--- src/design/lcg_pkg.sv ---
`default_nettype none

package lcg_pkg;

  // generator word width, fixed by the 32-bit fields of both channels
  localparam int unsigned WordBits = 32;
  localparam int unsigned CntBits  = $clog2(WordBits);

  localparam logic [WordBits-1:0] LcgMul = 32'd1103515245;
  localparam logic [WordBits-1:0] LcgAdd = 32'd123456789;

  // floor(x / 10) == (x * DivRecip) >> RecipShift for every 32-bit x
  localparam logic [WordBits-1:0] DivRecip   = 32'hCCCCCCCD;
  localparam int unsigned         RecipShift = 35;

  typedef enum logic [1:0] {
    OP_DRAW_INT  = 2'd0,
    OP_DRAW_REAL = 2'd1,
    OP_RESEED    = 2'd2,
    OP_NONE      = 2'd3
  } opcode_e;

  typedef struct packed {
    opcode_e               opcode;
    logic [WordBits-1:0]   range_high;
    logic [WordBits-1:0]   range_low;
  } req_t;

  typedef struct packed {
    logic [WordBits-1:0]   draw_value;
    logic                  span_error;
  } rsp_t;

  // controller to datapath
  typedef struct packed {
    logic load_in;
    logic mul_en;
    logic mul_recip;
    logic advance;
    logic quot_init;
    logic div_step;
    logic out_load;
  } dp_cmd_t;

  // datapath to controller
  typedef struct packed {
    opcode_e op;
    logic    span_zero;
  } dp_sts_t;

endpackage

`default_nettype wire

--- src/design/lcg_dp.sv ---
`default_nettype none

module lcg_dp import lcg_pkg::*; (
  input  wire logic                clk_i,
  input  wire logic                rst_ni,
  input  wire logic                cfg_we_i,
  input  wire logic [WordBits-1:0] cfg_wdata_i,
  input  wire req_t                in_req_i,
  input  wire dp_cmd_t             cmd_i,
  output dp_sts_t                  sts_o,
  output rsp_t                     out_rsp_o
);

  logic [WordBits-1:0]   seed_start_q;
  logic [WordBits-1:0]   seed_q, seed_d;
  opcode_e               op_q;
  logic [WordBits-1:0]   hi_q, lo_q;
  logic [2*WordBits-1:0] mul_q;
  logic [WordBits-1:0]   span_q, span_d;
  logic [WordBits-1:0]   dvd_q;
  logic [WordBits-1:0]   rem_q, rem_d;
  logic [WordBits:0]     shifted;
  logic [WordBits:0]     trial;
  logic [WordBits-1:0]   adv_sum;
  rsp_t                  rsp_d, rsp_q;
  logic [WordBits-1:0]   addend;

  // control state: seed and its start register reset to one
  always_ff @(posedge clk_i or negedge rst_ni) begin
    if (!rst_ni) begin
      seed_start_q <= WordBits'(1);
      seed_q       <= WordBits'(1);
    end else begin
      if (cfg_we_i) begin
        seed_start_q <= cfg_wdata_i;
      end
      seed_q <= seed_d;
    end
  end

  // one lcg step: wrap, then fold the all-ones word to zero
  assign adv_sum = mul_q[WordBits-1:0] + LcgAdd;

  always_comb begin
    seed_d = seed_q;
    if (cmd_i.load_in && in_req_i.opcode == OP_RESEED) begin
      seed_d = seed_start_q;
    end else if (cmd_i.advance) begin
      seed_d = (adv_sum == '1) ? '0 : adv_sum;
    end
  end

  assign span_d  = hi_q - lo_q + WordBits'(1);
  assign shifted = {rem_q, dvd_q[WordBits-1]};
  assign trial   = shifted - {1'b0, span_q};

  // restoring remainder step, one dividend bit a cycle
  always_comb begin
    if (shifted >= {1'b0, span_q}) begin
      rem_d = trial[WordBits-1:0];
    end else begin
      rem_d = shifted[WordBits-1:0];
    end
  end

  always_ff @(posedge clk_i) begin
    if (cmd_i.load_in) begin
      op_q <= in_req_i.opcode;
      hi_q <= in_req_i.range_high;
      lo_q <= in_req_i.range_low;
    end
    if (cmd_i.mul_en) begin
      mul_q <= seed_q * (cmd_i.mul_recip ? DivRecip : LcgMul);
    end
    if (cmd_i.quot_init) begin
      dvd_q  <= WordBits'(mul_q >> RecipShift);
      rem_q  <= '0;
      span_q <= span_d;
    end else if (cmd_i.div_step) begin
      dvd_q <= {dvd_q[WordBits-2:0], 1'b0};
      rem_q <= rem_d;
    end
    if (cmd_i.out_load) begin
      rsp_q <= rsp_d;
    end
  end

  // zero span returns the quotient unreduced
  assign addend = (span_q == '0) ? dvd_q : rem_q;

  always_comb begin
    rsp_d = '0;
    unique case (op_q)
      OP_DRAW_INT: begin
        rsp_d.draw_value = addend + lo_q;
        rsp_d.span_error = (span_q == '0);
      end
      OP_DRAW_REAL: rsp_d.draw_value = seed_q;
      OP_RESEED:    rsp_d = '0;
      OP_NONE:      rsp_d = '0;
      default:      rsp_d = '0;
    endcase
  end

  assign sts_o.op        = op_q;
  assign sts_o.span_zero = (span_d == '0);
  assign out_rsp_o       = rsp_q;

endmodule

`default_nettype wire

--- src/design/lcg_ctrl.sv ---
`default_nettype none

module lcg_ctrl import lcg_pkg::*; (
  input  wire logic    clk_i,
  input  wire logic    rst_ni,
  input  wire logic    in_valid_i,
  output logic         in_ready_o,
  output logic         out_valid_o,
  input  wire logic    out_ready_i,
  input  wire dp_sts_t sts_i,
  output dp_cmd_t      cmd_o
);

  typedef enum logic [6:0] {
    ST_IDLE = 7'b0000001,
    ST_MUL1 = 7'b0000010,
    ST_ADV  = 7'b0000100,
    ST_MUL2 = 7'b0001000,
    ST_QUOT = 7'b0010000,
    ST_DIV  = 7'b0100000,
    ST_DONE = 7'b1000000
  } state_e;

  state_e              state_q, state_d;
  logic [CntBits-1:0]  cnt_q, cnt_d;
  logic                out_valid_q, out_valid_d;

  always_ff @(posedge clk_i or negedge rst_ni) begin
    if (!rst_ni) begin
      state_q     <= ST_IDLE;
      cnt_q       <= '0;
      out_valid_q <= 1'b0;
    end else begin
      state_q     <= state_d;
      cnt_q       <= cnt_d;
      out_valid_q <= out_valid_d;
    end
  end

  always_comb begin
    state_d = state_q;
    cnt_d   = cnt_q;
    cmd_o   = '0;
    unique case (state_q)
      ST_IDLE: begin
        if (in_valid_i) begin
          cmd_o.load_in = 1'b1;
          state_d       = ST_MUL1;
        end
      end
      ST_MUL1: begin
        cmd_o.mul_en = 1'b1;
        state_d      = (sts_i.op == OP_NONE) ? ST_DONE : ST_ADV;
      end
      ST_ADV: begin
        cmd_o.advance = 1'b1;
        state_d       = (sts_i.op == OP_DRAW_INT) ? ST_MUL2 : ST_DONE;
      end
      ST_MUL2: begin
        cmd_o.mul_en    = 1'b1;
        cmd_o.mul_recip = 1'b1;
        state_d         = ST_QUOT;
      end
      ST_QUOT: begin
        cmd_o.quot_init = 1'b1;
        cnt_d           = '0;
        state_d         = sts_i.span_zero ? ST_DONE : ST_DIV;
      end
      ST_DIV: begin
        cmd_o.div_step = 1'b1;
        cnt_d          = cnt_q + CntBits'(1);
        if (cnt_q == CntBits'(WordBits - 1)) begin
          state_d = ST_DONE;
        end
      end
      ST_DONE: begin
        if (!out_valid_q || out_ready_i) begin
          cmd_o.out_load = 1'b1;
          state_d        = ST_IDLE;
        end
      end
      default: state_d = ST_IDLE;
    endcase
  end

  always_comb begin
    out_valid_d = out_valid_q;
    if (cmd_o.out_load) begin
      out_valid_d = 1'b1;
    end else if (out_ready_i) begin
      out_valid_d = 1'b0;
    end
  end

  assign in_ready_o  = (state_q == ST_IDLE);
  assign out_valid_o = out_valid_q;

endmodule

`default_nettype wire

--- src/design/lcg_random_range_draw.sv ---
// channel   | direction | handshake               | payload
// cfg       | in        | cfg_we_i                | cfg_wdata_i (seed_start)
// request   | in        | in_valid_i / in_ready_o | in_req_i (req_t)
// result    | out       | out_valid_o/out_ready_i | out_rsp_o (rsp_t)
//
// an integer draw runs two multiplier passes, the seed fold, the quotient load,
// 32 remainder steps and the output load; a zero span skips the remainder steps
// fraction draws and reseeds stop after the seed fold, an unused opcode after the
// first multiplier pass; the next request is taken the cycle after the output load
// reset sets the seed and seed_start to one and clears the output valid
// a stalled result only holds the controller in its last state
`default_nettype none

module lcg_random_range_draw import lcg_pkg::*; (
  input  wire logic                clk_i,
  input  wire logic                rst_ni,
  input  wire logic                cfg_we_i,
  input  wire logic [WordBits-1:0] cfg_wdata_i,
  input  wire logic                in_valid_i,
  output logic                     in_ready_o,
  input  wire req_t                in_req_i,
  output logic                     out_valid_o,
  input  wire logic                out_ready_i,
  output rsp_t                     out_rsp_o
);

  // command and status between sequencer and datapath
  dp_cmd_t dp_cmd;
  dp_sts_t dp_sts;

  // sequencer: one-hot state machine, bit counter, output valid
  lcg_ctrl u_ctrl (
    .clk_i       (clk_i),
    .rst_ni      (rst_ni),
    .in_valid_i  (in_valid_i),
    .in_ready_o  (in_ready_o),
    .out_valid_o (out_valid_o),
    .out_ready_i (out_ready_i),
    .sts_i       (dp_sts),
    .cmd_o       (dp_cmd)
  );

  // datapath: seed, shared multiplier, remainder unit, output register
  lcg_dp u_dp (
    .clk_i       (clk_i),
    .rst_ni      (rst_ni),
    .cfg_we_i    (cfg_we_i),
    .cfg_wdata_i (cfg_wdata_i),
    .in_req_i    (in_req_i),
    .cmd_i       (dp_cmd),
    .sts_o       (dp_sts),
    .out_rsp_o   (out_rsp_o)
  );

endmodule

`default_nettype wire

--- config.mk ---
export PLATFORM = sky130hd
export DESIGN_NAME = lcg_random_range_draw
export DESIGN_NICKNAME = d
export VERILOG_FILES = /design/src/design/lcg_pkg.sv /design/src/design/lcg_dp.sv /design/src/design/lcg_ctrl.sv /design/src/design/lcg_random_range_draw.sv
export SDC_FILE = /design/constraint.sdc
export NUM_CORES = 2
export LEC_CHECK = 0
export BUFFER_PORTS_ARGS = -buffer_cell sky130_fd_sc_hd__buf_4
export CORE_MARGIN = 2
export CORE_UTILIZATION = 35
export CTS_BUF_LIST = sky130_fd_sc_hd__clkbuf_8 sky130_fd_sc_hd__clkbuf_16
export CTS_CLUSTER_SIZE = 25
export DETAILED_ROUTE_END_ITERATION = 6
export HOLD_SLACK_MARGIN = 0.05
export PLACE_DENSITY = 0.48
export REMOVE_ABC_BUFFERS = 1
export SYNTH_ARGS = -nofsm -noshare
export SYNTH_HDL_FRONTEND = slang
export SYNTH_HIERARCHICAL = 1
export SYNTH_SLANG_ARGS = --single-unit
--- constraint.sdc ---
create_clock -name clk_i -period 11.3 [get_ports clk_i]
set_input_delay 2.26 -clock clk_i [delete_from_list [all_inputs] [get_ports clk_i]]
set_output_delay 2.26 -clock clk_i [all_outputs]
set_load 0.01 [all_outputs]
# After elaboration in Yosys (flattened, before gate mapping)
# Index checks and enable logic that the tools add are counted.
[totals] ff_bits=336 inputBits=103 out_inout_bits=35 wordCells=80
[op_classes] add_sub_neg=6 n_mul=1 magnitude_cmp=1 eq_ne=16 muxes=28 reduce_logical=13
[ops] cell="two-way mux 32 bit" n=6
[ops] cell="one-hot mux 32 bit (3 select lines)" n=1
[ops] cell="logical NOT 32 bit" n=2
[ops] cell="multiplier 32 x 64 -> 64 bit" n=1
[ops] cell="subtractor 32 bit" n=2
[ops] cell="two-way mux 29 bit" n=2
[ops] cell="one-hot mux 7 bit (7 select lines)" n=1
[ops] cell="two-way mux 7 bit" n=6
[ops] cell=">= comparator 33 x 32 -> 1 bit" n=1
[ops] cell="adder 32 x 1 -> 32 bit, second input constant" n=1
[ops] cell="adder 32 x 27 -> 32 bit, second input constant" n=1
[ops] cell="adder 32 bit" n=1
[ops] cell="equality test 32 bit, second input constant" n=1
[ops] cell="two-way mux 1 bit" n=11
[ops] cell="one-hot mux 5 bit (2 select lines)" n=1
[ops] cell="nonzero test 2 bit" n=4
[ops] cell="equality test 7 x 1 -> 1 bit, second input constant" n=1
[ops] cell="equality test 7 x 2 -> 1 bit, second input constant" n=1
[ops] cell="equality test 7 x 3 -> 1 bit, second input constant" n=1
[ops] cell="equality test 7 x 4 -> 1 bit, second input constant" n=1
[ops] cell="equality test 7 x 5 -> 1 bit, second input constant" n=1
[ops] cell="equality test 7 x 6 -> 1 bit, second input constant" n=1
[ops] cell="equality test 7 bit, second input constant" n=1
[ops] cell="equality test 2 bit, second input constant" n=3
[ops] cell="11 further kinds" n=13

# Depth between registers and ports, before layout
[depth] word_depth=5 depth_mapped=36 depth_no_buf=33

# By module
# The synthesis kept the hierarchy.
[modules_own_cells] mod="lcg_dp" n_inst=1 cells_each=3924 area_per_inst_um2=40106.0 seq_area_each_um2=8941.1
[modules_own_cells] mod="lcg_ctrl" n_inst=1 cells_each=94 area_per_inst_um2=943.4 seq_area_each_um2=326.6

# Worst setup path after synthesis
# OpenSTA, ideal clock, no wires.
[synth_timing] path_type="reg-to-reg" from="reg u_ctrl.state_q[5]" to="reg u_dp.mul_q[62], data pin" setup_time_ns=0.259 arrival_ns=8.664 required_time_ns=11.041 setup_slack_ns=2.377 stages_incl_launch_ff=33 n_path_buf=3 period_less_slack_ns=8.923 cell_sequence="dfrtp_1 -> buf_6 -> or4_4 -> nor4b_4 -> clkbuf_1 -> clkbuf_1 -> nor2_1 -> fa_1 -> inv_1 -> fa_1 -> inv_1 -> fa_1 -> inv_1 -> fa_1 -> inv_1 -> fa_1 -> fa_1 -> fa_1 -> inv_1 -> fa_1 -> inv_1 -> ha_1 -> a21oi_1 -> o21ai_0 -> o41ai_1 -> a21oi_1 -> a21oi_1 -> o41ai_1 -> a221o_1 -> a211oi_1 -> nor2_1 -> o21ai_0 -> xnor2_1"
[synth_rtl] item="start: declaration" line="lcg_ctrl.sv:24" text="state_e state_q, state_d;"
[synth_rtl] item="start signal: assignment" line="lcg_ctrl.sv:34" text="state_q <= state_d;"
[synth_rtl] item="end signal: assignment" line="lcg_dp.sv:73" text="mul_q <= seed_q * (cmd_i.mul_recip ? DivRecip : LcgMul);"
[synth_rtl] item="end: declaration" line="lcg_dp.sv:18" text="logic [2*WordBits-1:0] mul_q;"

==> impl_metrics.ini <==
[place]
dp_hpwl_um = 112800
place_area_mm2 = 0.04399
port_buffers = 137
place.gp.congestion = 0.9506
place_ws_ps = 937.5

[worst_setup_path]
cp.required_ps = 11670
crit_family = adder cells
path_buf_inv = 5
critPathArrivalTime_ps = 10910
cpPeakStageDelay_ps = 990
critPathKind = flip-flop to flip-flop
crit_path_start_kind = flip-flop
crit_top_cell = fa_1
crit_path_max_fanout = 77
end_kind = flip-flop
cpMaxStageDelayCell = nor4_1

[detailed_routing]
drc = 0
drt.antenna.violating_nets = 0
first_pass_iters = 5
vias = 28610
routed_wl_um = 132900
avgViaCountPerCell = 5.012
drtIter0Drc = 1951
wire_per_inst_um = 23.28

[logic_synthesis]
synth_edf_count = 221
synth_top_area_share_pct = 25.12
avgSynthCellArea_um2 = 10.22
yosys-top-cells-area = fa_1 25%, ha_1 18%, edfxtp_1 16%
ys_ff_latch = 333
yosys.area.top_type = fa_1
ys.flop_type = edfxtp_1
synth_common_cells = 903 x inv_1, 605 x ha_1, 515 x fa_1, 221 x edfxtp_1, 204 x a21oi_1
netlist_instances = 4018
yosys_warnings = 6
yosysSeqAreaShare_pct = 22.58
async_reset_ff_share_pct = 23.12
syn_area_mm2 = 0.04105
yosysMostFrequentCell = inv_1
synth_cell_types = 89

[layout]
final_area_mm2 = 0.04544
fillers = 11560
multi_input_area_mm2 = 0.02803
regArea_mm2 = 0.009268
drive_above_1_share_pct = 9.034
syn2layout_area_growth_pct = 10.70
finalNetCount = 5373

[floorplan]
die_h_um = 346.5
die_x_um = 346.5
core_area_mm2 = 0.1162
ioPinCount = 138
die_area_mm2 = 0.1200
fp-row-count = 125
start_util_pct = 35.32

[timing]
max_freq_mhz = 94.91
finalCriticalPeriod_ps = 10540
period_share_pct = 93.24
slew_headroom_pct = 21.94
setup_viol = 0
worst_slew_pin_slew_ps = 1160
maxSlewViolCount = 0
grt_setup_unrepaired = false
hold_viol_final = 0
hold_ws_ps = 488.1
fin_ws_ps = 764.1
finClkSkew_ps = 33.52
tns_ps = 0

[clocking]
insertion_delay_ps = 640
cts.reportedPaths.clkPinSlew_ps = 80
cts_buffer_depth = 3
cts_hold_buf = 0
clock-sinks = 333
post_cts_buffers = 0
cts_buffers = 44
cts_tree = built
cts_resized = 0
root_buffer = clkbuf_16
htreeDepth = 2

[status]
status = finished clean

[global_routing]
gr-total-overflow = 0
grtUsageTotal_pct = 22.23
antenna_found_initial = 3
grt_start_max_net_pins = 78
grt_pass1_wl_um = 197100
grt_pass1_vias = 29860

[worst_hold_path]
min_path_type = flip-flop to flip-flop

[flow_run]
drv_cap = 0
path summary, 6_finish.rpt:
check                      cells after the start  slack [ps]                           to                              start
setup / recovery                              26         760     u_dp/mul_q[62]$_DFFE_PP_      u_ctrl/state_q[5]$_DFFE_PN0P_
hold / removal                                 2         490  u_dp/seed_q[24]$_DFFE_PN0P_  u_dp/seed_start_q[24]$_DFFE_PN0P_
max in group asynchronous                      2        8720  u_dp/seed_q[26]$_DFFE_PN0P_                             rst_ni
hold reg to reg                                2         490  u_dp/seed_q[24]$_DFFE_PN0P_  u_dp/seed_start_q[24]$_DFFE_PN0P_
min in group asynchronous                      1        1600   u_dp/seed_q[3]$_DFFE_PN0P_                             rst_ni
setup reg to reg                              26         760     u_dp/mul_q[62]$_DFFE_PP_      u_ctrl/state_q[5]$_DFFE_PN0P_
kinds of logic after synthesis:
group	after synthesis	share of synthesized area [%]
compound gates	619	9.583
mux	107	2.883
buf+inv	1001	9.242
fa+ha+maj	1120	43.56
xor+xnor	177	3.777
simple gates	661	8.382
flops	333	22.58
state kept, by name, indices dropped and copies added (netlist names), 7 cells and up:
register	count
u_dp/span_q	32
u_dp/seed_start_q	32
u_dp/hi_q	32
u_dp/rem_q	32
u_dp/lo_q	32
u_dp/dvd_q	32
u_ctrl/state_q	7
u_dp/out_rsp_o	33
u_dp/seed_q	32
u_dp/mul_q	61
placed cells by master, fill, tap and decap left out, types with 25 or more instances in the layout:
master and instances:
nand2b_1 44, edfxtp_1 221, and2_1 36, nand2_1 146
nor2_1 160, and3_1 33, dfrtp_1 74, clkbuf_16 44
nand4_1 25, inv_1 911, a211oi_1 46, a31oi_1 30
a21o_1 73, nor3_1 40, nand3_1 41, dfxtp_1 35
mux2_2 90, xor2_1 49, a21oi_1 203, buf_4 182
o21ai_0 114, ha_1 605, xnor2_1 128, fa_1 515
nor2b_1 38
per-layer routing:
metal | up-vias | routed length, µm | track usage, %
met5 | - | 13 | 0
li1 | 13540 | - | -
met1 | 14350 | 61380 | 31.04
met2 | 593 | 62490 | 36.65
met4 | 2 | 2895 | 4.848
met3 | 124 | 6152 | 2.960
worst reg2reg max path, delay by kind of cell (launching register included):
kind	cells	cell delay [ps]
compound gates	5	1780
xor+xnor	1	140
fa+ha+maj	9	4740
buf+inv	5	600
flops	1	590
simple gates	6	2440
layout make-up:
class                           instances  share of cell area, %
Antenna cell                            1               0.005507
Multi-Input combinational cell       2684                  61.69
Timing Repair Buffer                  183                  3.051
Clock inverter                         31                 0.6168
Sequential cell                       333                  20.39
Inverter                              904                  7.467
Tap cell                             1524                  4.196
Clock buffer                           49                  2.574
metrics by stage:
stage / utilization, % / std cells
floorplan: - / 3921
global placement: 37.85 / 5628
detailed placement: 37.85 / 5628
CTS: 39.10 / 5708
global route: 39.10 / 5708
finish: 39.10 / 5709
Power is left out: the tool's default activity adds up to more than one toggle a clock period on the data nets, which glitch-free logic cannot reach.
